**src/design/assert_macros.svh**
```systemverilog
// Assertion macros shared by the beat detector RTL.
// Expects signals clk and rst_n in the scope of use.
`ifndef ASSERT_MACROS_SVH
`define ASSERT_MACROS_SVH

// Same-cycle implication, disabled in reset.
`define ABD_ASSERT_IMP(label, ante, cons, msg) \
  label: assert property (@(posedge clk) disable iff (!rst_n) (ante) |-> (cons)) \
    else $error(msg);

// Next-cycle implication, disabled in reset.
`define ABD_ASSERT_NXT(label, ante, cons, msg) \
  label: assert property (@(posedge clk) disable iff (!rst_n) (ante) |=> (cons)) \
    else $error(msg);

`endif

```
**src/design/abd_pkg.sv**
```systemverilog
// Package for the audio beat detector: widths, register indexes,
// divider request/response types. No dependencies.
`default_nettype none

package abd_pkg;

  localparam int unsigned DIVIDEND_W = 16;
  localparam int unsigned DIVISOR_W  = 9;
  localparam int unsigned CFG_IDX_W  = 3;
  localparam int unsigned CFG_DATA_W = 8;

  localparam logic [CFG_IDX_W-1:0] CFG_BACKOFF    = 3'd0;
  localparam logic [CFG_IDX_W-1:0] CFG_SLOW_THR   = 3'd1;
  localparam logic [CFG_IDX_W-1:0] CFG_FAST_THR   = 3'd2;
  localparam logic [CFG_IDX_W-1:0] CFG_TIMER_MAX  = 3'd3;
  localparam logic [CFG_IDX_W-1:0] CFG_TIMER_MIN  = 3'd4;
  localparam logic [CFG_IDX_W-1:0] CFG_SLOW_SPEED = 3'd5;
  localparam logic [CFG_IDX_W-1:0] CFG_FAST_SPEED = 3'd6;

  typedef struct packed {
    logic                  start;
    logic [DIVIDEND_W-1:0] dividend;
    logic [DIVISOR_W-1:0]  divisor;
  } div_req_t;

  typedef struct packed {
    logic                  busy;
    logic                  done;
    logic [DIVIDEND_W-1:0] quotient;
  } div_rsp_t;

endpackage

`default_nettype wire

```
**src/design/abd_div.sv**
```systemverilog
// Restoring radix-2 divider, one quotient bit per cycle.
// Depends on abd_pkg (div_req_t / div_rsp_t).
`default_nettype none

module abd_div import abd_pkg::*; (
  input  wire logic     clk,
  input  wire logic     rst_n,
  input  wire div_req_t req,
  output div_rsp_t      rsp
);

  localparam int unsigned CNT_W = $clog2(DIVIDEND_W);

  logic                  busy_r;
  logic                  done_r;
  logic [CNT_W-1:0]      cnt_r;
  logic [DIVIDEND_W-1:0] q_r;
  logic [DIVISOR_W-1:0]  rem_r;
  logic [DIVISOR_W-1:0]  dvs_r;

  logic [DIVISOR_W:0]    rem_sh;
  logic [DIVISOR_W+1:0]  diff;

  // partial remainder stays below the divisor, so DIVISOR_W bits hold it
  assign rem_sh = {rem_r, q_r[DIVIDEND_W-1]};
  assign diff   = {1'b0, rem_sh} - {2'b00, dvs_r};

  always_ff @(posedge clk) begin
    if (!rst_n) begin
      busy_r <= 1'b0;
      done_r <= 1'b0;
      cnt_r  <= '0;
    end else begin
      done_r <= 1'b0;
      if (req.start && !busy_r) begin
        busy_r <= 1'b1;
        cnt_r  <= CNT_W'(DIVIDEND_W - 1);
        q_r    <= req.dividend;
        rem_r  <= '0;
        dvs_r  <= req.divisor;
      end else if (busy_r) begin
        q_r <= {q_r[DIVIDEND_W-2:0], ~diff[DIVISOR_W+1]};
        if (!diff[DIVISOR_W+1]) begin
          rem_r <= diff[DIVISOR_W-1:0];
        end else begin
          rem_r <= rem_sh[DIVISOR_W-1:0];
        end
        if (cnt_r == '0) begin
          busy_r <= 1'b0;
          done_r <= 1'b1;
        end else begin
          cnt_r <= cnt_r - 1'b1;
        end
      end
    end
  end

  assign rsp.busy     = busy_r;
  assign rsp.done     = done_r;
  assign rsp.quotient = q_r;

endmodule

`default_nettype wire

```
**src/design/audio_beat_detector_core.sv**
```systemverilog
// Audio beat detector top level: sequencer, state, config registers.
// Depends on abd_pkg, abd_div and assert_macros.svh.
//
// Usage:
//  - Input channel (in_valid/in_ready/in_peak): one 8-bit peak level per
//    audio frame. in_ready is high only while the sequencer is idle.
//  - Result channel (out_valid/out_ready/out_beat/out_slow_level): one
//    transaction per input transaction, beat flag plus updated slow average.
//  - Config port (cfg_we/cfg_index/cfg_wdata): single-cycle writes, index
//    0..6 as backoff, slow/fast thresholds, timer max/min, slow/fast speed.
//    Index 7 is ignored. Write only while the block is idle.
//  - Paths: the divisions are skipped while the refractory timer is still at
//    or below its minimum; the long path runs all four divisions (fast ratio,
//    slow ratio, two curvature quotients). Each division occupies the shared
//    bit-serial divider, which sets the throughput; the two IIR updates
//    share one 8x8 multiplier.
//  - One item in flight at a time; the result sits in an output register,
//    so a stalled receiver holds only the final handoff, and the sequencer
//    waits there until the register frees up.
//  - Reset (synchronous, rst_n low): config returns to defaults, timer,
//    averages and peak history clear, no result pending.
`default_nettype none
`include "assert_macros.svh"

module audio_beat_detector_core import abd_pkg::*; (
  input  wire logic                  clk,
  input  wire logic                  rst_n,
  input  wire logic                  in_valid,
  output logic                       in_ready,
  input  wire logic [7:0]            in_peak,
  output logic                       out_valid,
  input  wire logic                  out_ready,
  output logic                       out_beat,
  output logic [7:0]                 out_slow_level,
  input  wire logic                  cfg_we,
  input  wire logic [CFG_IDX_W-1:0]  cfg_index,
  input  wire logic [CFG_DATA_W-1:0] cfg_wdata
);

  typedef enum logic [3:0] {
    S_IDLE, S_FAST, S_SLOW, S_CUR, S_OLD,
    S_MS0, S_MS1, S_MF0, S_MF1, S_DONE
  } state_t;

  state_t state_r;

  // config
  logic [7:0] backoff_r, slow_thr_r, fast_thr_r, tmax_r, slow_spd_r, fast_spd_r;
  logic [6:0] tmin_r;

  // detector state
  logic [7:0] timer_r, slow_avg_r, fast_avg_r, prev_r, pprev_r;

  // per-item work registers
  logic [7:0]            peak_r;
  logic                  beat_r;
  logic                  launched_r;
  logic [DIVIDEND_W-1:0] cur_q_r;
  logic [15:0]           acc_r;

  logic       out_valid_r, out_beat_r;
  logic [7:0] out_level_r;

  div_req_t div_req;
  div_rsp_t div_rsp;

  logic [7:0]  timer_inc;
  logic [7:0]  mul_x, mul_y;
  logic [15:0] prod;
  logic [16:0] sum;
  logic        ratio_hit;

  abd_div u_div (
    .clk (clk),
    .rst_n (rst_n),
    .req (div_req),
    .rsp (div_rsp)
  );

  assign timer_inc = (timer_r <= tmax_r) ? timer_r + 8'd1 : timer_r;

  // divider operands per state
  always_comb begin
    div_req.start    = 1'b0;
    div_req.dividend = '0;
    div_req.divisor  = '0;
    unique case (state_r)
      S_FAST: begin
        div_req.start    = !launched_r && (fast_avg_r != 8'd0);
        div_req.dividend = {1'b0, peak_r, 7'd0};
        div_req.divisor  = {1'b0, fast_avg_r};
      end
      S_SLOW: begin
        div_req.start    = !launched_r && (slow_avg_r != 8'd0);
        div_req.dividend = {1'b0, peak_r, 7'd0};
        div_req.divisor  = {1'b0, slow_avg_r};
      end
      S_CUR: begin
        div_req.start    = !launched_r;
        div_req.dividend = {peak_r, 8'd0};
        div_req.divisor  = {1'b0, prev_r} + 9'd1;
      end
      S_OLD: begin
        div_req.start    = !launched_r;
        div_req.dividend = {prev_r, 8'd0};
        div_req.divisor  = {1'b0, pprev_r} + 9'd1;
      end
      default: begin
      end
    endcase
  end

  // shared multiplier for the IIR: p*s, then a*(255-s) plus the held term
  always_comb begin
    unique case (state_r)
      S_MS0:   begin mul_x = peak_r;     mul_y = slow_spd_r;         end
      S_MS1:   begin mul_x = slow_avg_r; mul_y = 8'd255 - slow_spd_r; end
      S_MF0:   begin mul_x = peak_r;     mul_y = fast_spd_r;         end
      S_MF1:   begin mul_x = fast_avg_r; mul_y = 8'd255 - fast_spd_r; end
      default: begin mul_x = 8'd0;       mul_y = 8'd0;               end
    endcase
  end

  assign prod = mul_x * mul_y;
  assign sum  = {1'b0, acc_r} + {1'b0, prod};

  assign ratio_hit = (state_r == S_FAST) ?
                     (div_rsp.quotient > {8'd0, fast_thr_r}) :
                     (div_rsp.quotient > {8'd0, slow_thr_r});

  always_ff @(posedge clk) begin
    if (!rst_n) begin
      state_r     <= S_IDLE;
      launched_r  <= 1'b0;
      out_valid_r <= 1'b0;
      beat_r      <= 1'b0;
      timer_r     <= 8'd0;
      slow_avg_r  <= 8'd0;
      fast_avg_r  <= 8'd0;
      prev_r      <= 8'd0;
      pprev_r     <= 8'd0;
      backoff_r   <= 8'd5;
      slow_thr_r  <= 8'd189;
      fast_thr_r  <= 8'd170;
      tmax_r      <= 8'd83;
      tmin_r      <= 7'd5;
      slow_spd_r  <= 8'd89;
      fast_spd_r  <= 8'd169;
    end else begin
      if (cfg_we) begin
        unique case (cfg_index)
          CFG_BACKOFF:    backoff_r  <= cfg_wdata;
          CFG_SLOW_THR:   slow_thr_r <= cfg_wdata;
          CFG_FAST_THR:   fast_thr_r <= cfg_wdata;
          CFG_TIMER_MAX:  tmax_r     <= cfg_wdata;
          CFG_TIMER_MIN:  tmin_r     <= cfg_wdata[6:0];
          CFG_SLOW_SPEED: slow_spd_r <= cfg_wdata;
          CFG_FAST_SPEED: fast_spd_r <= cfg_wdata;
          default: begin
          end
        endcase
      end

      // S_DONE reloads the register itself when it hands off
      if (out_valid_r && out_ready && (state_r != S_DONE)) begin
        out_valid_r <= 1'b0;
      end

      unique case (state_r)
        S_IDLE: begin
          if (in_valid) begin
            peak_r  <= in_peak;
            beat_r  <= 1'b0;
            timer_r <= timer_inc;
            state_r <= (timer_inc > {1'b0, tmin_r}) ? S_FAST : S_MS0;
          end
        end
        S_FAST, S_SLOW: begin
          // zero average saturates the ratio: counts as a hit
          if (((state_r == S_FAST) ? fast_avg_r : slow_avg_r) == 8'd0) begin
            state_r <= S_CUR;
          end else if (div_req.start) begin
            launched_r <= 1'b1;
          end else if (div_rsp.done) begin
            launched_r <= 1'b0;
            if (ratio_hit) begin
              state_r <= S_CUR;
            end else begin
              state_r <= (state_r == S_FAST) ? S_SLOW : S_MS0;
            end
          end
        end
        S_CUR: begin
          if (div_req.start) begin
            launched_r <= 1'b1;
          end else if (div_rsp.done) begin
            launched_r <= 1'b0;
            cur_q_r    <= div_rsp.quotient;
            state_r    <= S_OLD;
          end
        end
        S_OLD: begin
          if (div_req.start) begin
            launched_r <= 1'b1;
          end else if (div_rsp.done) begin
            launched_r <= 1'b0;
            state_r    <= S_MS0;
            // curvature test passed: beat, back the timer off (floor at 0)
            if (cur_q_r > div_rsp.quotient) begin
              beat_r  <= 1'b1;
              timer_r <= (timer_r >= backoff_r) ? timer_r - backoff_r : 8'd0;
            end
          end
        end
        S_MS0: begin
          acc_r   <= prod;
          state_r <= S_MS1;
        end
        S_MS1: begin
          slow_avg_r <= sum[15:8];
          state_r    <= S_MF0;
        end
        S_MF0: begin
          acc_r   <= prod;
          state_r <= S_MF1;
        end
        S_MF1: begin
          fast_avg_r <= sum[15:8];
          pprev_r    <= prev_r;
          prev_r     <= peak_r;
          state_r    <= S_DONE;
        end
        S_DONE: begin
          if (!out_valid_r || out_ready) begin
            out_valid_r <= 1'b1;
            out_beat_r  <= beat_r;
            out_level_r <= slow_avg_r;
            state_r     <= S_IDLE;
          end
        end
        default: state_r <= S_IDLE;
      endcase
    end
  end

  assign in_ready       = (state_r == S_IDLE);
  assign out_valid      = out_valid_r;
  assign out_beat       = out_beat_r;
  assign out_slow_level = out_level_r;

  // one item at a time: an accepted transaction blocks the next cycle
  `ABD_ASSERT_NXT(a_accept_blocks, in_valid && in_ready, !in_ready,
    "input accepted while previous item still in flight")
  // the divider is busy, with no completion, right after a launch
  `ABD_ASSERT_NXT(a_div_latency, div_req.start, !div_rsp.done && div_rsp.busy,
    "divider completed too early")
  // quotients only arrive while a division state waits for them
  `ABD_ASSERT_IMP(a_div_owner, div_rsp.done,
    (state_r == S_FAST) || (state_r == S_SLOW) || (state_r == S_CUR) ||
    (state_r == S_OLD),
    "divider result with no consumer")

endmodule

`default_nettype wire

```
**config.mk**
```make
export PLATFORM = sky130hd
export DESIGN_NAME = audio_beat_detector_core
export DESIGN_NICKNAME = d
export VERILOG_FILES = /design/src/design/abd_pkg.sv /design/src/design/abd_div.sv /design/src/design/audio_beat_detector_core.sv
export VERILOG_INCLUDE_DIRS = /design/src /design/src/design
export SDC_FILE = /design/constraint.sdc
export NUM_CORES = 1
export LEC_CHECK = 0
export ABC_AREA = 0
export BUFFER_PORTS_ARGS = -buffer_cell sky130_fd_sc_hd__buf_2
export CAP_MARGIN = 20
export CORE_ASPECT_RATIO = 0.9
export CORE_MARGIN = 2
export CORE_UTILIZATION = 30
export DETAILED_ROUTE_END_ITERATION = 7
export SLEW_MARGIN = 40
export SYNTH_ARGS = -nofsm -noshare
export SYNTH_HDL_FRONTEND = slang
export SYNTH_SLANG_ARGS = --single-unit
```
**constraint.sdc**
```tcl
create_clock -name clk -period 11.05 [get_ports clk]
set_input_delay 0.5525 -clock clk [delete_from_list [all_inputs] [get_ports clk]]
set_output_delay 0.5525 -clock clk [all_outputs]
set_load 0.01 [all_outputs]
```
==> run metrics <==
status=finished, final reports clean; synthesis warning total=0; Final Critical Period=~8000 ps; Yosys top cell area share=0.202; flop and latch count out of synthesis=between 150 and 200; Critical Path End=slow_avg_r[7]; FMAX=approximately 0.13 GHz; final setup skew=12.1 ps; Mapped Cells=between 1,000 and 1,500; GRT Util Overall=0.150; vias in the first global route=between 9,000 and 10,000; reg2reg setup slack=roughly 3100 ps; Top FF cell, synth=dfxtp_1; period utilization=0.722; vias per cell=5.05; WL final=between 30,000 and 40,000 µm; Hold Path Depth=1; maxcap violations=0; total CTS buffers=17; Data required, critical path=between 10,000 and 15,000 ps; synth top area cells=edfxtp_1 (20%), dfxtp_1 (18%), ha_1 (12%); Die H=196 µm; initial antenna violation count=0; path depth of the worst reg2reg path=27; postcts setup bufs=0; hold slack final=slightly below 300 ps; CTS Root Cell=clkbuf_16; HPWL Detailed=about 23,000 µm; Setup crit start kind=register; Final Util=0.338; DR vias=roughly 9,800; Clock Power Share=0.259; row count=70; synthesized net count=between 1,500 and 2,000; # setup viols final=0; Core ar.=0.0406 mm²; Die Width=about 220 µm; Max-slew headroom=0.450; Starting Density=0.304; leading area contributor after synthesis=edfxtp_1; GR Util met3=0.0205; fillers=around 4,200; largest net degree at the start of global routing=79; post-CTS resize count=0; antenna-violating nets left=0; DRT iter0 DRCs=roughly 760; final RePlAce weighted congestion=0.871; io pins=35; final total power=2380 µW; Worst setup EP type=register; Slew Limit Fails=0; Internal=roughly 1500 µW; worst hold path type=in -> reg; met2 GRT Util=0.243; TritonCTS sink count=~190; GRT busiest layer=met2; Layout area overhead=11.2%; share of layout cells above drive strength 1=0.0862; fraction of registers with async set/reset=0; DR pass1 iterations=7; Worst-path clk slew=about 80 ps; clock tree from TritonCTS=done; Pwr Density=about 170 mW/mm²; R2R Path End=slow_avg_r[7]; drt drc=0; nets=between 1,500 and 2,000; Seq/Total Area, Yosys=0.378; leakage=between 0.005 and 0.006 µW; VDD IR max=~0.12 mV; Netlist cell types=66; synthesized area=roughly 0.012 mm²; Die Footprint=roughly 0.043 mm²; Syn Area/Cell=between 8 and 9 µm²; Comb pwr share=0.339; Worst Path Max Fanout=16; # diodes=0; H-tree depth=4; WL per Instance=between 15 and 20 µm; GR Util met1=0.206; CP Class=reg -> reg; crit path DAT=a little over 8000 ps; Worst-Skew Late Latency=approximately 440 ps; Worst Max-Slew Pin Slew=825 ps; area of the multi-input gates=0.00707 mm²; Longest Clk Path Bufs=2; total negative slack=0 ps; sequential power share=0.402; GR Overflow Total=0; hold buffer count at CTS=0; first-pass GRT wire length=between 50,000 and 60,000 µm; sw frac=0.377; storage element area=roughly 0.0047 mm²; number of synthesized flops with an enable pin=between 80 and 90; RSZ-0062 raised after global routing=false; sw power=~900 µW; final hold vios=0; number of port buffers=34; Worst Setup SP=state_r[2]; reg2reg start=state_r[2]
worst min-delay path by stage:
stage	from	end	slack [ps]
after floorplan	beat_r	out_beat	410
after global placement	beat_r	out_beat	420
after detailed placement	beat_r	out_beat	430
after CTS	in_peak[5]	peak_r[5]	280
after global routing	in_peak[5]	peak_r[5]	270
final	in_peak[1]	peak_r[1]	290
kinds of logic (layout without fill, tap and decap cells):
group           Yosys count  count (layout)  share of synthesized area
fa+ha+maj               155             155                      0.181
buf+inv                 179             203                     0.0551
compound gates          308             308                      0.163
simple gates            482             482                      0.176
flops                   191             191                      0.378
mux                      18              18                     0.0149
xor+xnor                 46              46                     0.0327
cells in the mapped netlist (7+ instances only):
| cell | number |
|---|---|
| a21boi_0 | 7 |
| a21o_1 | 18 |
| a22oi_1 | 7 |
| nor2b_1 | 21 |
| nand4_1 | 9 |
| nor4_1 | 10 |
| xnor2_1 | 27 |
| a222oi_1 | 12 |
| fa_1 | 38 |
| mux2i_1 | 15 |
| clkbuf_1 | 50 |
| o211ai_1 | 17 |
| nand2b_1 | 14 |
| o21a_1 | 12 |
| a21oi_1 | 122 |
| xor2_1 | 19 |
| inv_1 | 125 |
| and2_1 | 7 |
| dfxtp_1 | 108 |
| or3_1 | 9 |
| o21ai_0 | 49 |
| a211oi_1 | 10 |
| nor2_1 | 122 |
| a22o_1 | 7 |
| nand3_1 | 39 |
| edfxtp_1 | 83 |
| o32a_1 | 8 |
| or2_2 | 16 |
| ha_1 | 117 |
| nor3_1 | 20 |
| nand2_1 | 197 |
routing by layer:
| metal | share of wire | wire [µm] | vias to the layer above |
|---|---|---|---|
| met5 | 0 | 0 | - |
| met4 | 0.022 | 668 | 0 |
| met3 | 0.039 | 1220 | 46 |
| met2 | 0.46 | 14300 | 219 |
| met1 | 0.48 | 14900 | 4708 |
| li1 | - | - | 4839 |
layout make-up:
cell class,instances,area share
well taps,540,0.0493
clock inverters,14,0.0110
repair buffers,45,0.0187
multi-input cells,1009,0.516
flip-flops and latches,191,0.340
inverters,126,0.0345
clock buffers,18,0.0313
per-stage QoR:
stage / cells / area, µm² / setup WS (ps)
floorplan: 1379 / 12300 / 4030
global placement: 1911 / 13100 / 3160
detailed placement: 1911 / 13100 / 3170
CTS: 1943 / 13700 / 3140
global route: 1943 / 13700 / 2430
finish: 1943 / 13700 / 3070
worst max-delay path, stage by stage (launching register included):
cell and delay [ps]:
dfxtp_1 670, nand2b_1 400, nor2_2 610, a22o_1 230
a21oi_1 130, or2_2 380, fa_1 490, fa_1 560
inv_1 60, fa_1 520, inv_1 50, fa_1 520
inv_1 40, ha_1 330, and2_1 180, a31oi_1 200
nand2b_1 80, a21oi_1 190, xnor2_1 180, ha_1 320
and4_1 230, nor2b_1 130, o31ai_1 410, o311ai_4 210
mux2i_1 210, xor2_1 200, xnor2_1 170, a21oi_1 90
power by group through the flow:
stage	clock network [µW]	registers (µW)	logic (µW)
finish	615	956	806
global route	658	967	913
CTS	631	952	803
detailed placement	0	968	797
global placement	0	961	776
floorplan	0	915	615
cells in the final DEF (no fill, tap or decap), types with 10 or more instances in the layout:
master     Yosys  layout
fa_1          38      38
a21o_1        18      18
xnor2_1       27      27
buf_4          0      10
nand3_1       39      39
o21ai_0       49      49
a222oi_1      12      12
nor2b_1       21      21
edfxtp_1      83      83
buf_2          0      34
nor3_1        20      13
xor2_1        19      19
nand2b_1      14      14
o211ai_1      17      17
nor2_1       122     116
clkbuf_16      0      17
mux2i_1       15      15
or2_2         16      16
nand2_1      197     197
o21a_1        12      12
dfxtp_1      108     107
inv_1        125     125
a211oi_1      10      10
a21oi_1      122     120
ha_1         117     117
registers in the layout (all words and copies together), names as in the netlist, 4 cells and up:
signal,cells
state_r,4
u_div.q_r,16
u_div.cnt_r,4
pprev_r,8
u_div.dvs_r,9
u_div.rem_r,9
acc_r,16
out_slow_level,8
slow_thr_r,8
slow_avg_r,8
fast_avg_r,8
cur_q_r,16
slow_spd_r,8
backoff_r,8
fast_thr_r,8
fast_spd_r,8
tmin_r,7
prev_r,8
timer_r,8
tmax_r,8
peak_r,8
Note: power is estimated with default switching activity, not from simulation.
